### src/rtl/core/sht1x_two_wire_master_unit_macros.svh
// assertion helpers for the two-wire master core
`ifndef SHT1X_TWO_WIRE_MASTER_UNIT_MACROS_SVH
`define SHT1X_TWO_WIRE_MASTER_UNIT_MACROS_SVH

// same-cycle implication, checked outside reset
`define SHT1X_ASSERT_IMP(name, ante, cons) \
    name: assert property (@(posedge aclk) disable iff (!aresetn) (ante) |-> (cons)) \
        else $error("sht1x core check failed");

// next-cycle implication, checked outside reset
`define SHT1X_ASSERT_NXT(name, ante, cons) \
    name: assert property (@(posedge aclk) disable iff (!aresetn) (ante) |=> (cons)) \
        else $error("sht1x core check failed");

`endif

### src/rtl/core/sht1x_pkg.sv
package sht1x_pkg;

    // configuration port
    localparam int CFG_DATA_W = 27;
    localparam logic REG_HALF_PERIOD = 1'b0;
    localparam logic REG_TIMEOUT     = 1'b1;
    localparam logic [15:0] HALF_PERIOD_RESET = 16'd800;
    localparam logic [26:0] TIMEOUT_RESET     = 27'd72000000;

    // operation codes
    localparam logic [2:0] OP_TEMP       = 3'd0;
    localparam logic [2:0] OP_HUMI       = 3'd1;
    localparam logic [2:0] OP_STATUS_R   = 3'd2;
    localparam logic [2:0] OP_STATUS_W   = 3'd3;
    localparam logic [2:0] OP_SOFT_RESET = 3'd4;

    // sensor command bytes
    localparam logic [7:0] CMD_TEMP       = 8'h03;
    localparam logic [7:0] CMD_HUMI       = 8'h05;
    localparam logic [7:0] CMD_STATUS_R   = 8'h07;
    localparam logic [7:0] CMD_STATUS_W   = 8'h06;
    localparam logic [7:0] CMD_SOFT_RESET = 8'h1E;

    // sequencer phases
    localparam logic [4:0] PH_IDLE    = 5'd0;
    localparam logic [4:0] PH_CLK_HI  = 5'd1;
    localparam logic [4:0] PH_CLK_LO  = 5'd2;
    localparam logic [4:0] PH_ST0     = 5'd3;
    localparam logic [4:0] PH_ST1     = 5'd4;
    localparam logic [4:0] PH_ST2     = 5'd5;
    localparam logic [4:0] PH_ST3     = 5'd6;
    localparam logic [4:0] PH_ST4     = 5'd7;
    localparam logic [4:0] PH_ST5     = 5'd8;
    localparam logic [4:0] PH_WB_SET  = 5'd9;
    localparam logic [4:0] PH_WB_HI   = 5'd10;
    localparam logic [4:0] PH_WB_LO   = 5'd11;
    localparam logic [4:0] PH_WB_ACK  = 5'd12;
    localparam logic [4:0] PH_WAIT    = 5'd13;
    localparam logic [4:0] PH_RB_PRE  = 5'd14;
    localparam logic [4:0] PH_RB_HI   = 5'd15;
    localparam logic [4:0] PH_RB_ACKD = 5'd16;
    localparam logic [4:0] PH_RB_ACKH = 5'd17;
    localparam logic [4:0] PH_RB_ACKL = 5'd18;

    typedef struct packed {
        logic       sck;
        logic       dat;
        logic       en;
    } sht1x_pins_t;

    typedef struct packed {
        logic       start_req;
        logic [2:0] operation;
        logic [7:0] status_write_value;
        logic       data_in;
    } sht1x_in_t;

    typedef struct packed {
        logic        sck;
        logic        data_out;
        logic        data_enable;
        logic        busy_res;
        logic        done_res;
        logic [15:0] read_value;
        logic [7:0]  checksum;
        logic [1:0]  error_count;
    } sht1x_out_t;

endpackage

### src/rtl/core/sht1x_fsm.sv
`include "sht1x_two_wire_master_unit_macros.svh"

module sht1x_fsm #(
    parameter int RESET_CLOCKS = 9
) (
    input  logic                  aclk,
    input  logic                  aresetn,
    input  logic                  step_en,
    input  sht1x_pkg::sht1x_in_t  item,
    input  logic [15:0]           half_period,
    input  logic [26:0]           timeout,
    output sht1x_pkg::sht1x_out_t result
);
    import sht1x_pkg::*;

    localparam logic [4:0] RST_CLKS = 5'(RESET_CLOCKS);

    logic [4:0]  phase_reg, phase_next;
    logic [3:0]  bit_reg, bit_next;
    logic [1:0]  byte_reg, byte_next;
    logic [15:0] delay_reg, delay_next;
    logic [26:0] wait_reg, wait_next;
    logic [15:0] shift_reg, shift_next;
    logic [7:0]  check_reg, check_next;
    logic [1:0]  err_reg, err_next;
    logic [2:0]  op_reg, op_next;
    logic [7:0]  wbyte_reg, wbyte_next;
    sht1x_pins_t pins_reg, pins_next;

    logic        fin;
    logic        go;
    logic [4:0]  go_ph;
    logic [26:0] wait_inc;
    logic [1:0]  err_inc;
    logic [7:0]  tx_byte;
    logic        start_ok;

    // last byte of a read: no acknowledge, goes to the checksum register
    function automatic logic last_read(input logic [1:0] bidx, input logic [2:0] op);
        logic [2:0] cnt;
        cnt = (op == OP_STATUS_R) ? 3'd2 : 3'd3;
        return ({1'b0, bidx} + 3'd1) >= cnt;
    endfunction

    function automatic logic [7:0] cmd_byte(input logic [2:0] op);
        logic [7:0] c;
        case (op)
            OP_TEMP:     c = CMD_TEMP;
            OP_HUMI:     c = CMD_HUMI;
            OP_STATUS_R: c = CMD_STATUS_R;
            OP_STATUS_W: c = CMD_STATUS_W;
            default:     c = CMD_SOFT_RESET;
        endcase
        return c;
    endfunction

    assign wait_inc = wait_reg + 27'd1;
    assign err_inc  = (err_reg == 2'd3) ? 2'd3 : err_reg + 2'd1;
    assign start_ok = item.start_req && item.operation <= OP_SOFT_RESET;

    // one tick of the sequencer
    always_comb begin
        phase_next = phase_reg;
        bit_next   = bit_reg;
        byte_next  = byte_reg;
        delay_next = delay_reg;
        wait_next  = wait_reg;
        shift_next = shift_reg;
        check_next = check_reg;
        err_next   = err_reg;
        op_next    = op_reg;
        wbyte_next = wbyte_reg;
        pins_next  = pins_reg;
        fin        = 1'b0;
        go         = 1'b0;
        go_ph      = PH_IDLE;
        tx_byte    = '0;

        if (phase_reg == PH_IDLE) begin
            if (start_ok) begin
                op_next    = item.operation;
                wbyte_next = item.status_write_value;
                shift_next = '0;
                check_next = '0;
                err_next   = '0;
                wait_next  = '0;
                bit_next   = '0;
                byte_next  = '0;
                go         = 1'b1;
                go_ph      = (item.operation == OP_SOFT_RESET) ? PH_CLK_HI : PH_ST0;
            end
        end else if (phase_reg == PH_WAIT) begin
            // measurement ready wait: low data or timeout starts the read
            if (!item.data_in) begin
                byte_next = '0;
                bit_next  = 4'd7;
                go        = 1'b1;
                go_ph     = PH_RB_PRE;
            end else begin
                wait_next = wait_inc;
                if (wait_inc >= timeout) begin
                    err_next  = err_inc;
                    byte_next = '0;
                    bit_next  = 4'd7;
                    go        = 1'b1;
                    go_ph     = PH_RB_PRE;
                end
            end
        end else if (delay_reg > 16'd1) begin
            delay_next = delay_reg - 16'd1;
        end else begin
            // end of a timed segment
            case (phase_reg)
                PH_CLK_HI: begin
                    go = 1'b1; go_ph = PH_CLK_LO;
                end
                PH_CLK_LO: begin
                    go = 1'b1;
                    if (({1'b0, bit_reg} + 5'd1) >= RST_CLKS) begin
                        go_ph = PH_ST0;
                    end else begin
                        bit_next = bit_reg + 4'd1;
                        go_ph    = PH_CLK_HI;
                    end
                end
                PH_ST0, PH_ST1, PH_ST2, PH_ST3, PH_ST4: begin
                    go = 1'b1; go_ph = phase_reg + 5'd1;
                end
                PH_ST5: begin
                    byte_next = '0;
                    bit_next  = 4'd7;
                    go = 1'b1; go_ph = PH_WB_SET;
                end
                PH_WB_SET: begin
                    go = 1'b1; go_ph = PH_WB_HI;
                end
                PH_WB_HI: begin
                    go = 1'b1; go_ph = PH_WB_LO;
                end
                PH_WB_LO: begin
                    go = 1'b1;
                    if (bit_reg == 4'd0) begin
                        go_ph = PH_WB_ACK;
                    end else begin
                        bit_next = bit_reg - 4'd1;
                        go_ph    = PH_WB_SET;
                    end
                end
                PH_WB_ACK: begin
                    if (item.data_in) begin
                        err_next = err_inc;
                    end
                    pins_next.sck = 1'b0;
                    if (op_reg <= OP_HUMI) begin
                        go = 1'b1; go_ph = PH_WAIT;
                    end else if (op_reg == OP_STATUS_R) begin
                        byte_next = '0;
                        bit_next  = 4'd7;
                        go = 1'b1; go_ph = PH_RB_PRE;
                    end else if (op_reg == OP_STATUS_W && byte_reg == 2'd0) begin
                        byte_next = 2'd1;
                        bit_next  = 4'd7;
                        go = 1'b1; go_ph = PH_WB_SET;
                    end else begin
                        phase_next = PH_IDLE;
                        delay_next = '0;
                        fin        = 1'b1;
                    end
                end
                PH_RB_PRE: begin
                    go = 1'b1; go_ph = PH_RB_HI;
                end
                PH_RB_HI: begin
                    if (last_read(byte_reg, op_reg)) begin
                        check_next = {check_reg[6:0], item.data_in};
                    end else begin
                        shift_next = {shift_reg[14:0], item.data_in};
                    end
                    go = 1'b1;
                    if (bit_reg == 4'd0) begin
                        go_ph = PH_RB_ACKD;
                    end else begin
                        bit_next = bit_reg - 4'd1;
                        go_ph    = PH_RB_PRE;
                    end
                end
                PH_RB_ACKD: begin
                    go = 1'b1; go_ph = PH_RB_ACKH;
                end
                PH_RB_ACKH: begin
                    go = 1'b1; go_ph = PH_RB_ACKL;
                end
                PH_RB_ACKL: begin
                    if (last_read(byte_reg, op_reg)) begin
                        phase_next = PH_IDLE;
                        delay_next = '0;
                        fin        = 1'b1;
                    end else begin
                        byte_next = byte_reg + 2'd1;
                        bit_next  = 4'd7;
                        go = 1'b1; go_ph = PH_RB_PRE;
                    end
                end
                default: begin
                    phase_next = PH_IDLE;
                    delay_next = '0;
                    fin        = 1'b1;
                end
            endcase
        end

        // entering a segment: load the delay and set the pin levels
        if (go) begin
            phase_next = go_ph;
            delay_next = half_period;
            tx_byte    = (byte_next != 2'd0) ? wbyte_next : cmd_byte(op_next);
            case (go_ph)
                PH_CLK_HI: pins_next = '{sck: 1'b1, dat: 1'b1, en: 1'b1};
                PH_CLK_LO: pins_next.sck = 1'b0;
                PH_ST0:    pins_next = '{sck: 1'b0, dat: 1'b1, en: 1'b1};
                PH_ST1:    pins_next.sck = 1'b1;
                PH_ST2:    pins_next.dat = 1'b0;
                PH_ST3:    pins_next.sck = 1'b0;
                PH_ST4:    pins_next.sck = 1'b1;
                PH_ST5:    pins_next.dat = 1'b1;
                PH_WB_SET: pins_next = '{sck: 1'b0, dat: tx_byte[bit_next[2:0]], en: 1'b1};
                PH_WB_HI:  pins_next.sck = 1'b1;
                PH_WB_LO:  pins_next.sck = 1'b0;
                PH_WB_ACK: begin
                    pins_next.sck = 1'b1;
                    pins_next.en  = 1'b0;
                end
                PH_WAIT: begin
                    pins_next.sck = 1'b0;
                    pins_next.en  = 1'b0;
                    wait_next     = '0;
                end
                PH_RB_PRE: begin
                    pins_next.sck = 1'b0;
                    pins_next.en  = 1'b0;
                end
                PH_RB_HI:  pins_next.sck = 1'b1;
                PH_RB_ACKD: pins_next = '{sck: 1'b0, dat: last_read(byte_next, op_next),
                                          en: 1'b1};
                PH_RB_ACKH: pins_next.sck = 1'b1;
                PH_RB_ACKL: pins_next.sck = 1'b0;
                default: ;
            endcase
        end
    end

    // sequencer state
    always_ff @(posedge aclk) begin
        if (!aresetn) begin
            phase_reg <= PH_IDLE;
            bit_reg   <= '0;
            byte_reg  <= '0;
            delay_reg <= '0;
            wait_reg  <= '0;
            shift_reg <= '0;
            check_reg <= '0;
            err_reg   <= '0;
            op_reg    <= '0;
            wbyte_reg <= '0;
            pins_reg  <= '{sck: 1'b0, dat: 1'b1, en: 1'b1};
        end else if (step_en) begin
            phase_reg <= phase_next;
            bit_reg   <= bit_next;
            byte_reg  <= byte_next;
            delay_reg <= delay_next;
            wait_reg  <= wait_next;
            shift_reg <= shift_next;
            check_reg <= check_next;
            err_reg   <= err_next;
            op_reg    <= op_next;
            wbyte_reg <= wbyte_next;
            pins_reg  <= pins_next;
        end
    end

    // result of this tick
    always_comb begin
        result.sck         = pins_next.sck;
        result.data_out    = pins_next.dat;
        result.data_enable = pins_next.en;
        result.busy_res    = (phase_next != PH_IDLE);
        result.done_res    = fin;
        result.read_value  = shift_next;
        result.checksum    = check_next;
        result.error_count = err_next;
    end

    // checks
    `SHT1X_ASSERT_IMP(a_done_not_busy, result.done_res, !result.busy_res)
    `SHT1X_ASSERT_NXT(a_idle_holds, step_en && phase_reg == PH_IDLE && !start_ok, phase_reg == PH_IDLE)
    `SHT1X_ASSERT_NXT(a_state_holds_when_stalled, !step_en, $stable(phase_reg) && $stable(pins_reg))
    `SHT1X_ASSERT_IMP(a_error_bound, step_en, err_next != 2'd3)

endmodule

### src/rtl/core/sht1x_two_wire_master_unit.sv
// Two-wire master for an SHT1x-type sensor. Every input transaction is one tick: it
// carries a start request, an operation, the status byte to write and the sampled
// DATA level, and yields exactly one result transaction with the SCK/DATA pin levels,
// busy/done flags, the received word, checksum and error count after that tick. One
// transaction is taken per clock while the output is not stalled; the input register
// loads the accepted tick, the sequencer step goes into the output register once that
// register is free, and while a result waits there the input register can take one
// more tick. Pin timing is
// in units of half_period_ticks ticks (register 0); the ready wait after a measure
// command lasts at most ready_timeout_ticks ticks (register 1). Write the
// configuration only while no transfer is in progress.
module sht1x_two_wire_master_unit #(
    parameter int RESET_CLOCKS = 9
) (
    input  logic                                aclk,
    input  logic                                aresetn,
    input  logic                                s_valid,
    output logic                                s_ready,
    input  sht1x_pkg::sht1x_in_t                s_payload,
    output logic                                m_valid,
    input  logic                                m_ready,
    output sht1x_pkg::sht1x_out_t               m_payload,
    input  logic                                cfg_we,
    input  logic                                cfg_index,
    input  logic [sht1x_pkg::CFG_DATA_W-1:0]    cfg_data
);
    import sht1x_pkg::*;

    logic        in_valid_reg, in_valid_next;
    sht1x_in_t   in_payload_reg;
    logic        out_valid_reg, out_valid_next;
    sht1x_out_t  out_payload_reg;
    sht1x_out_t  step_result;
    logic [15:0] half_period_reg;
    logic [26:0] timeout_reg;
    logic        advance;

    // handshake between input register and output register
    assign advance       = in_valid_reg && (!out_valid_reg || m_ready);
    assign s_ready       = !in_valid_reg || advance;
    assign in_valid_next = (s_valid && s_ready) ? 1'b1 : (advance ? 1'b0 : in_valid_reg);
    assign out_valid_next = advance ? 1'b1 : (m_ready ? 1'b0 : out_valid_reg);

    // configuration registers
    always_ff @(posedge aclk) begin
        if (!aresetn) begin
            half_period_reg <= HALF_PERIOD_RESET;
            timeout_reg     <= TIMEOUT_RESET;
        end else if (cfg_we) begin
            if (cfg_index == REG_HALF_PERIOD) begin
                half_period_reg <= cfg_data[15:0];
            end else begin
                timeout_reg <= cfg_data[26:0];
            end
        end
    end

    // input register
    always_ff @(posedge aclk) begin
        if (!aresetn) begin
            in_valid_reg <= 1'b0;
        end else begin
            in_valid_reg <= in_valid_next;
        end
    end

    always_ff @(posedge aclk) begin
        if (s_valid && s_ready) begin
            in_payload_reg <= s_payload;
        end
    end

    // sequencer
    sht1x_fsm #(
        .RESET_CLOCKS (RESET_CLOCKS)
    ) u_fsm (
        .aclk        (aclk),
        .aresetn     (aresetn),
        .step_en     (advance),
        .item        (in_payload_reg),
        .half_period (half_period_reg),
        .timeout     (timeout_reg),
        .result      (step_result)
    );

    // output register
    always_ff @(posedge aclk) begin
        if (!aresetn) begin
            out_valid_reg <= 1'b0;
        end else begin
            out_valid_reg <= out_valid_next;
        end
    end

    always_ff @(posedge aclk) begin
        if (advance) begin
            out_payload_reg <= step_result;
        end
    end

    assign m_valid   = out_valid_reg;
    assign m_payload = out_payload_reg;

endmodule

### config.mk
export PLATFORM = sky130hd
export DESIGN_NAME = sht1x_two_wire_master_unit
export DESIGN_NICKNAME = d
export VERILOG_FILES = /design/src/rtl/core/sht1x_pkg.sv /design/src/rtl/core/sht1x_fsm.sv /design/src/rtl/core/sht1x_two_wire_master_unit.sv
export VERILOG_INCLUDE_DIRS = /design/src /design/src/rtl/core
export SDC_FILE = /design/constraint.sdc
export NUM_CORES = 1
export LEC_CHECK = 0
export BUFFER_PORTS_ARGS = -buffer_cell sky130_fd_sc_hd__buf_2
export CORE_MARGIN = 3
export CORE_UTILIZATION = 45
export CTS_BUF_LIST = sky130_fd_sc_hd__clkbuf_8
export CTS_CLUSTER_DIAMETER = 200
export DETAILED_ROUTE_END_ITERATION = 8
export PLACE_DENSITY_LB_ADDON = 0.12
export SLEW_MARGIN = 20
export SYNTH_ARGS = -nofsm -noshare
export SYNTH_HDL_FRONTEND = slang
export SYNTH_SLANG_ARGS = --single-unit
### constraint.sdc
create_clock -name aclk -period 6.9 [get_ports aclk]
set_clock_uncertainty 0.05 [all_clocks]
set_input_delay 1.38 -clock aclk [delete_from_list [all_inputs] [get_ports aclk]]
set_output_delay 1.38 -clock aclk [all_outputs]
set_load 0.03 [all_outputs]
After elaboration in Yosys (flattened, before gate mapping). Cells that the tools add are included.

Input port bits: 46. Flip-flop bits (word level): 183. Output and inout port bits: 33. Logic and storage cells: 260.

Add/sub/neg operators: 10. Muxes and demuxes: 123. Bitwise logic cells: 1. Eq/ne operators: 58. Order comparisons: 8. Reduce and logical (&&, ||, !) cells: 30.

Operators by type and width (count): two-way mux 16 bit (14); two-way mux 27 bit (6); equality test 5 x 4 -> 1 bit (second input constant) (16); two-way mux 5 bit (16); two-way mux 8 bit (10); one-hot mux 5 bit (13 select lines) (1); two-way mux 4 bit (15); one-hot mux 16 bit (3 select lines) (1); two-way mux 2 bit (21); equality test 5 x 3 -> 1 bit (second input constant) (8); equality test 5 bit (second input constant) (6); != test 4 x 2 -> 1 bit (second input constant) (7); adder 27 x 1 -> 27 bit (second input constant) (1); >= comparator 27 bit (1); two-way mux 1 bit (25); equality test 5 x 2 -> 1 bit (second input constant) (4); one-hot mux 4 bit (5 select lines) (1); one-hot mux 5 bit (4 select lines) (1); > comparator 16 x 1 -> 1 bit (second input constant) (1); subtractor 16 x 1 -> 16 bit (second input constant) (1); one-hot mux 5 bit (3 select lines) (1); OR reduction 15 bit (1); equality test 3 x 2 -> 1 bit (second input constant) (4); two-way mux 3 bit (4); other kinds (46) (64).

Depth between registers and ports, before layout. Gate-level depths: netlist (run 1).

Depth after elaboration: 15. Mapped depth: 23. Mapped depth without buffers: 22.

By module. Synthesis (run 1) repeated with hierarchy kept, for this count alone.

Cells, all modules: 1305. Area total of the unflattened synthesis: 10602.7 µm².

By module, submodules not included: sht1x_fsm (seq. area each 1881.8 µm², instances 1, cells an instance 1071, area an instance 7523.5 µm²); sht1x_two_wire_master_unit (seq. area each 2222.1 µm², instances 1, cells an instance 234, area an instance 3079.2 µm²).

Worst setup path after synthesis (run 1). Ideal clock, no wire load.

Kind: reg2reg. From: reg u_fsm.wait_reg[0]. To: reg out_payload_reg (netlist bit m_payload[29]), data pin. Setup slack: 1.846 ns. Library setup time: 0.262 ns. Stages on the path, launching flop included: 23. Clock period less this slack: 5.054 ns. Arrival time: 4.742 ns. Required time: 6.588 ns. Path buffers: 2. Cell sequence: dfxtp_1 ha_1 nand2_1 nor4_2 and3_1 buf_2 nor3b_2 and3_1 and3_1 nand3_1 xnor2_1 ha_1 nand4_1 nor4_1 a22oi_1 o2111ai_1 o31ai_1 clkbuf_1 a31oi_2 nor3_1 nor2_1 a311oi_1 a21oi_1.

RTL lines: from (decl) (line sht1x_fsm.sv:22) `logic [26:0] wait_reg, wait_next;`; from (signal assigned) (line sht1x_fsm.sv:271) `wait_reg <= wait_next;`; to (signal assigned) (line sht1x_two_wire_master_unit.sv:97) `out_payload_reg <= step_result;`; to (decl) (line sht1x_two_wire_master_unit.sv:32) `sht1x_out_t out_payload_reg;`.

==> summary.txt, run 1 <==
Run status
  • Status: completed

Layout
  • Share of layout cells above drive strength 1: 11.5%
  • Area Growth Syn to Fin: 9.03%
  • Final core utilization: 50.8%
  • Ant diodes: 0
  • Max reg flops: 31
  • Final #Nets: 1419

Power and ir drop
  • P_int: approximately 1.6 mW
  • Pwr dens: 204 mW/mm²
  • Clock share of power: 32.3%
  • Gate power share: 17.3%
  • Switching part of the total power: approximately a third
  • Flop pwr share: between 50% and 60%
  • Switching pwr: 737 µW
  • Leakage power: 4.20 nW
  • IR drop worst, VDD: 0.0997 mV

Detailed routing
  • Avg Vias per Cell: between 5 and 6
  • Post-DR wirelength/cell: 16.4 µm
  • Total Routed Length: 26600 µm
  • DR DRC count: 0
  • Via count: just over 9000
  • Pre-antenna DRT Iters: 5
  • Antenna Nets Post-Route: 0
  • Initial DRC count: 606

GRT
  • Pin count of the biggest net entering global routing: 78
  • Initial antenna violation count: 0
  • First-pass GRT wire length: 43500 µm
  • Total GRT Usage: 21.4%
  • Vias in the first global route: around 8500
  • GR Overflow Total: 0

Clock tree
  • Postcts setup bufs: 0
  • Clk_lat worst skew: 480 ps
  • Clock transition at the registers of the reported paths: 100 ps
  • Post-CTS Resized: 0
  • Cts-stage hold buffer count: 0
  • H-tree depth: 4
  • Root buf cell: clkbuf_8
  • Clock buffer depth: 2
  • CTS tree: built
  • CTS buffer count: 17
  • CTS Sinks: 183

Place
  • # port buffers: 78
  • Estimated wirelength of the detail-placed design: 18600 µm
  • Gpl congestion: 0.949

Synthesis
  • Async SR Flop Fraction: 0%
  • Syn_nets: 1385
  • Post-synth top flop: dfxtp_1
  • Seq/Total Area, Yosys: between 30% and 40%
  • Number of enable flip-flop cells after synthesis: 44
  • Cell variety after synth: between 80 and 90
  • Mapped Cells: 1296
  • Syn Area/Cell: 8.00 µm²
  • Synthesized flop and latch total: 183
  • Synth warn: 0
  • Post-synthesis cell area: 0.0104 mm²

Floorplanning
  • Die Area: approximately 0.025 mm²
  • DIE WIDTH: 158 µm
  • Core Region: approximately 0.022 mm²
  • Starting Density: 46.6%
  • Num rows: 54
  • Die height: ~160 µm
  • I/O pin total: 79

STA
  • Count of final max-slew check failures: 0
  • Achievable Freq: 0.167 GHz
  • Minimum clock period: 5980 ps
  • Rel. slew slack: 32.1%
  • Final Cycle Share: 86.7%
  • RSZ-0062 raised after global routing: false
  • Setup TNS: 0 ps
  • Final hold viol count: 0
  • Final setup fails: 0
  • Worst slew pin tran: 1020 ps

Worst setup path
  • Startpoint Class: register
  • Crit path DAT: 6150 ps
  • Reg2reg start: u_fsm.wait_reg[0]$_SDFFE_PN0P_
  • R2R Setup Slk: 920 ps
  • CP required: 7080 ps
  • Crit path capture type: register
  • Max Fanout on Critical Path: 10
  • Setup Crit Path Kind: register to register
  • Worst reg2reg path endpoint: m_payload[29]$_DFFE_PP_
  • R2r worst-path depth: 21

Worst hold path
  • Hold endpoint: timeout_reg[5]$_SDFFE_PN0P_
  • Min-delay src: timeout_reg[5]$_SDFFE_PN0P_
  • Hold path depth: 2
  • Worst hold path type: register to register

Flow run
  • Max-Cap Viols: 0
## worst max-delay path, stage by stage, from the launching register on
cell       delay (ps)
dfxtp_1           410
ha_1              260
nand2_1           100
nor4_2            320
and3_1            310
nor3b_2           410
and3_1            300
and3_1            260
nand3_1           110
xnor2_1           210
ha_1              290
nand4_1           140
nor4_1             90
a22oi_1           170
o2111ai_1         250
o31ai_1           540
buf_4             280
a31oi_2           140
nor3_1            510
nor2_1            160
a311oi_1          280
a21oi_1           120
## layer usage
layer / track usage [%] / vias up / wire length [µm]
met1: 31.1 / 4313 / 13000
met2: 32.9 / 281 / 11800
met3: 3.34 / 34 / 1390
li1: - / 4681 / -
met4: 6.69 / 0 / 418
met5: 0 / - / 0
## worst max path at each step
stage	endpoint	start	cells past startpoint	slack, ps
2_1_floorplan	m_payload[29]$_DFFE_PP_	u_fsm.wait_reg[0]$_SDFFE_PN0P_	22	1850
3_3_place_gp	u_fsm.delay_reg[2]$_SDFFE_PN0P_	u_fsm.wait_reg[0]$_SDFFE_PN0P_	20	1150
3_5_place_dp	m_payload[29]$_DFFE_PP_	u_fsm.wait_reg[0]$_SDFFE_PN0P_	21	990
4_1_cts	m_payload[29]$_DFFE_PP_	u_fsm.wait_reg[0]$_SDFFE_PN0P_	21	970
5_1_grt	u_fsm.delay_reg[2]$_SDFFE_PN0P_	u_fsm.wait_reg[0]$_SDFFE_PN0P_	20	350
6_report	m_payload[29]$_DFFE_PP_	u_fsm.wait_reg[0]$_SDFFE_PN0P_	21	920
## per-stage QoR
step	power (mW)	cell area [µm²]	std cells	worst slack (ps)	hold slack (ps)
2_1_floorplan	1.47	10400	1296	1850	382
4_1_cts	2.32	11300	1623	970	411
3_5_place_dp	1.58	10900	1591	987	397
3_3_place_gp	1.58	10900	1591	1150	392
6_report	2.31	11300	1623	920	409
5_1_grt	2.41	11300	1623	349	428
## area by class of cell
type	count	area [µm²]
timing repair buffer	89	473
clock buffer	17	234
tap	280	350
fill	2162	10900
sequential	183	4100
clock inverter	15	159
inverter	54	205
multi-input combinational	985	5780
## synthesized netlist by cell type (4+ instances only)
master,count,share of area (%)
a211oi_1,15,1.1
a21o_1,11,0.80
a21oi_1,117,5.6
a221oi_1,4,0.34
a22oi_1,36,2.6
a311oi_1,6,0.51
a31oi_1,10,0.60
and2_1,6,0.36
and3_1,10,0.60
buf_1,5,0.18
buf_2,10,0.48
clkbuf_1,55,2.0
dfxtp_1,139,27
edfxtp_1,44,13
ha_1,43,5.2
inv_1,52,1.9
mux2i_1,18,1.7
nand2_1,255,9.2
nand2b_1,10,0.60
nand3_1,43,2.1
nand4_1,6,0.36
nor2_1,120,4.3
nor2b_1,8,0.48
nor3_1,29,1.4
nor3b_1,6,0.43
nor4_1,6,0.36
o211ai_1,15,1.1
o21ai_0,78,3.8
o21ai_1,4,0.19
o31ai_1,5,0.36
or2_2,6,0.36
or3_1,7,0.42
xnor2_1,21,1.8
xor2_1,12,1.0
## cell usage in the layout (no fill, tap or decap), types with 28 or more instances in the layout
master / synthesis / final
nand2_1: 255 / 255
ha_1: 43 / 43
nand3_1: 43 / 42
o21ai_0: 78 / 78
a21oi_1: 117 / 117
inv_1: 52 / 53
a22oi_1: 36 / 36
edfxtp_1: 44 / 44
nor2_1: 120 / 119
buf_2: 10 / 78
dfxtp_1: 139 / 139
nor3_1: 29 / 28
## kinds of logic (layout without fill, tap and decap cells)
| logic type | after synthesis | count (layout) | share of synthesized area, % |
|---|---|---|---|
| AND/OR/NAND/NOR | 543 | 543 | 24.3 |
| multiplexers | 20 | 20 | 1.96 |
| AO/OA/AOI/OAI | 346 | 346 | 21.2 |
| adder cells (fa/ha/maj) | 43 | 43 | 5.19 |
| buffers and inverters | 128 | 175 | 4.93 |
| XOR/XNOR | 33 | 33 | 2.79 |
| flip-flops | 183 | 183 | 39.6 |
## power by group through the flow
stage / Combinational, mW / Sequential [mW] / Clock [mW]
2_1_floorplan: 0.271 / 1.20 / 0
3_3_place_gp: 0.393 / 1.19 / 0
6_report: 0.400 / 1.16 / 0.746
4_1_cts: 0.397 / 1.16 / 0.760
3_5_place_dp: 0.395 / 1.19 / 0
5_1_grt: 0.446 / 1.17 / 0.797
Note: power is estimated with default switching activity, not from simulation.
==> run 2, diff against run 1 <==
--- a/config.mk
+++ b/config.mk
@@ -13,6 +13,7 @@
 export CTS_CLUSTER_DIAMETER = 200
 export DETAILED_ROUTE_END_ITERATION = 8
 export PLACE_DENSITY_LB_ADDON = 0.12
+export RECOVER_POWER = 50
 export SLEW_MARGIN = 20
 export SYNTH_ARGS = -nofsm -noshare
 export SYNTH_HDL_FRONTEND = slang
==> constraint.sdc (replaced) <==
create_clock -name aclk -period 6.4 [get_ports aclk]
set_clock_uncertainty 0.05 [all_clocks]
set_input_delay 1.28 -clock aclk [delete_from_list [all_inputs] [get_ports aclk]]
set_output_delay 1.28 -clock aclk [all_outputs]
set_load 0.03 [all_outputs]
==> run 2 against run 1 <==
  * The run now ends with max-capacitance violations, max-slew violations left
  * Design area down 0.46%
  * Non-clock buffer count up 1
  * Critical path depth fell by 17
  * Sequential share of layout area up 0.17 points
  * Flip-flop and latch count stayed put
  * Count of clock-buffer cells in the layout is the same
  * Register-to-register slack lost 340 ps
  * Core utilization is 0.24 points lower
  * Critical path type is now input port to register
  * Critical endpoint is now u_fsm.bit_reg[2]$_SDFFE_PN0P_
  * Largest cell class unchanged
==> summary.txt, run 2 (synthesized netlist as in run 1, its figures left out) <==
STA
  • Worst slew pin tran: approximately 2000 ps
  • Final Cycle Share: 91.1%
  • Achievable Freq: 0.171 GHz
  • Count of final max-slew check failures: 205
  • Final hold viol count: 0
  • Final setup fails: 0
  • Minimum clock period: 5830 ps
  • Worst setup margin: between 500 and 600 ps
  • Rel. slew slack: -37.0%

Worst setup path
  • Crit path DAT: just over 6000 ps
  • Max Fanout on Critical Path: a little over 70
  • CP required: ~6700 ps
  • Startpoint Class: input port
  • Crit path capture type: register
  • Setup Crit Path Kind: input port to register

Layout
  • Ant diodes: 0
  • Area Growth Syn to Fin: 8.52%
  • Share of layout cells above drive strength 1: 8.63%
  • Finished Layout Cells: 1624
  • Sequential cell area: 0.00410 mm²
  • Max reg flops: 31
  • Most common cell after layout, fill and taps aside: nand2_1
  • # fillers: ~2200
  • Footprint of the multi-input gates: 0.00578 mm²
  • Final #Nets: approximately 1400
  • Most frequent cells in the layout: 255 x nand2_1, 139 x dfxtp_1, 119 x nor2_1

GRT
  • GR Overflow Total: 0
  • Pin count of the biggest net entering global routing: 72
  • Vias in the first global route: 8482
  • Initial antenna violation count: 0
  • Total GRT Usage: 21.6%
  • First-pass GRT wire length: 43900 µm

Clock tree
  • Cts-stage hold buffer count: 0
  • Root buf cell: clkbuf_8
  • Clock buffer depth: 2
  • H-tree depth: 4
  • Clock transition at the registers of the reported paths: between 100 and 150 ps
  • CTS tree: built
  • Postcts setup bufs: 0
  • CTS buffer count: 17
  • CTS Sinks: 183
  • Clk_lat worst skew: 470 ps

Flow run
  • Max-Cap Viols: 4

Floorplanning
  • Die Area: 0.0249 mm²
  • Starting Density: 46.6%
  • I/O pin total: slightly below 80
  • Num rows: 54
  • DIE WIDTH: 158 µm
  • Core Region: about 0.022 mm²
  • Die height: 158 µm

Detailed routing
  • Avg Vias per Cell: 5.71
  • Total Routed Length: 27000 µm
  • Initial DRC count: between 600 and 700
  • DR DRC count: 0
  • Via count: 9276
  • Pre-antenna DRT Iters: 8
  • Antenna Nets Post-Route: 0
  • Post-DR wirelength/cell: 16.6 µm

Run status
  • Status: finished, violations left
  • Failing checks: max-capacitance violations, max-slew violations

Place
  • Gpl congestion: between 0.9 and 1
  • Place WS: approximately 580 ps
  • Estimated wirelength of the detail-placed design: between 15000 and 20000 µm
  • Placed cells: 1592
  • # port buffers: 78

Power and ir drop
  • IR drop worst, VDD: around 0.098 mV
  • Pwr dens: approximately 220 mW/mm²
  • Leakage power: 4.11 nW

Worst hold path
  • Worst hold path type: register to register
run 2: cell type report:
class                           count  share of cell area [%]
Multi-Input combinational cell    985                    51.4
Timing Repair Buffer               90                    3.90
Clock inverter                     15                    1.23
Sequential cell                   183                    36.5
Inverter                           54                    1.81
Tap cell                          280                    3.11
Clock buffer                       17                    2.08
run 2: where the power goes:
group | internal, mW | leakage, nW | switching (mW) | total (mW)
Clock | 0.319 | 0.205 | 0.460 | 0.779
Sequential | 1.22 | 1.53 | 0.0315 | 1.26
Combinational | 0.144 | 2.38 | 0.288 | 0.433
Total | 1.69 | 4.11 | 0.779 | 2.47
run 2: critical path, stage by stage:
cell and delay (ps):
clkbuf_1 740, clkinvlp_2 1970, clkbuf_2 1250, a211oi_1 750
run 2: metal layers:
| metal | global-route usage [%] | part of all wire, % |
|---|---|---|
| met1 | 31.2 | 49 |
| met2 | 33.7 | 44 |
| met3 | 3.34 | 5.0 |
| met4 | 6.12 | 1.8 |
| met5 | 0 | 0 |
run 2: through the flow:
| stage | hold slack, ps | setup TNS (ps) | power, mW | utilization (%) | instance area (µm²) |
|---|---|---|---|---|---|
| 3_3_place_gp | 392 | 0 | 1.71 | 49.1 | 10900 |
| 4_1_cts | 412 | 0 | 2.49 | 50.8 | 11300 |
| 5_1_grt | 426 | -7.52 | 2.59 | 50.6 | 11200 |
| 2_1_floorplan | 382 | 0 | 1.58 | - | 10400 |
| 3_5_place_dp | 396 | 0 | 1.71 | 49.1 | 10900 |
| 6_report | 408 | 0 | 2.47 | 50.6 | 11200 |
run 2: worst paths after layout:
path / slack [ps] / end / cells past startpoint / from
min: 410 / timeout_reg[21]$_SDFFE_PN0P_ / 2 / timeout_reg[21]$_SDFFE_PN0P_
max reg2reg: 580 / m_payload[29]$_DFFE_PP_ / 22 / u_fsm.wait_reg[0]$_SDFFE_PN0P_
max: 570 / u_fsm.bit_reg[2]$_SDFFE_PN0P_ / 4 / aresetn
min reg2reg: 410 / timeout_reg[21]$_SDFFE_PN0P_ / 2 / timeout_reg[21]$_SDFFE_PN0P_
run 2: repair_timing:
item	4_1_cts	5_1_grt
hold endpoints to repair	0	0
gates resized for setup	0	2
setup endpoints to repair	0	1
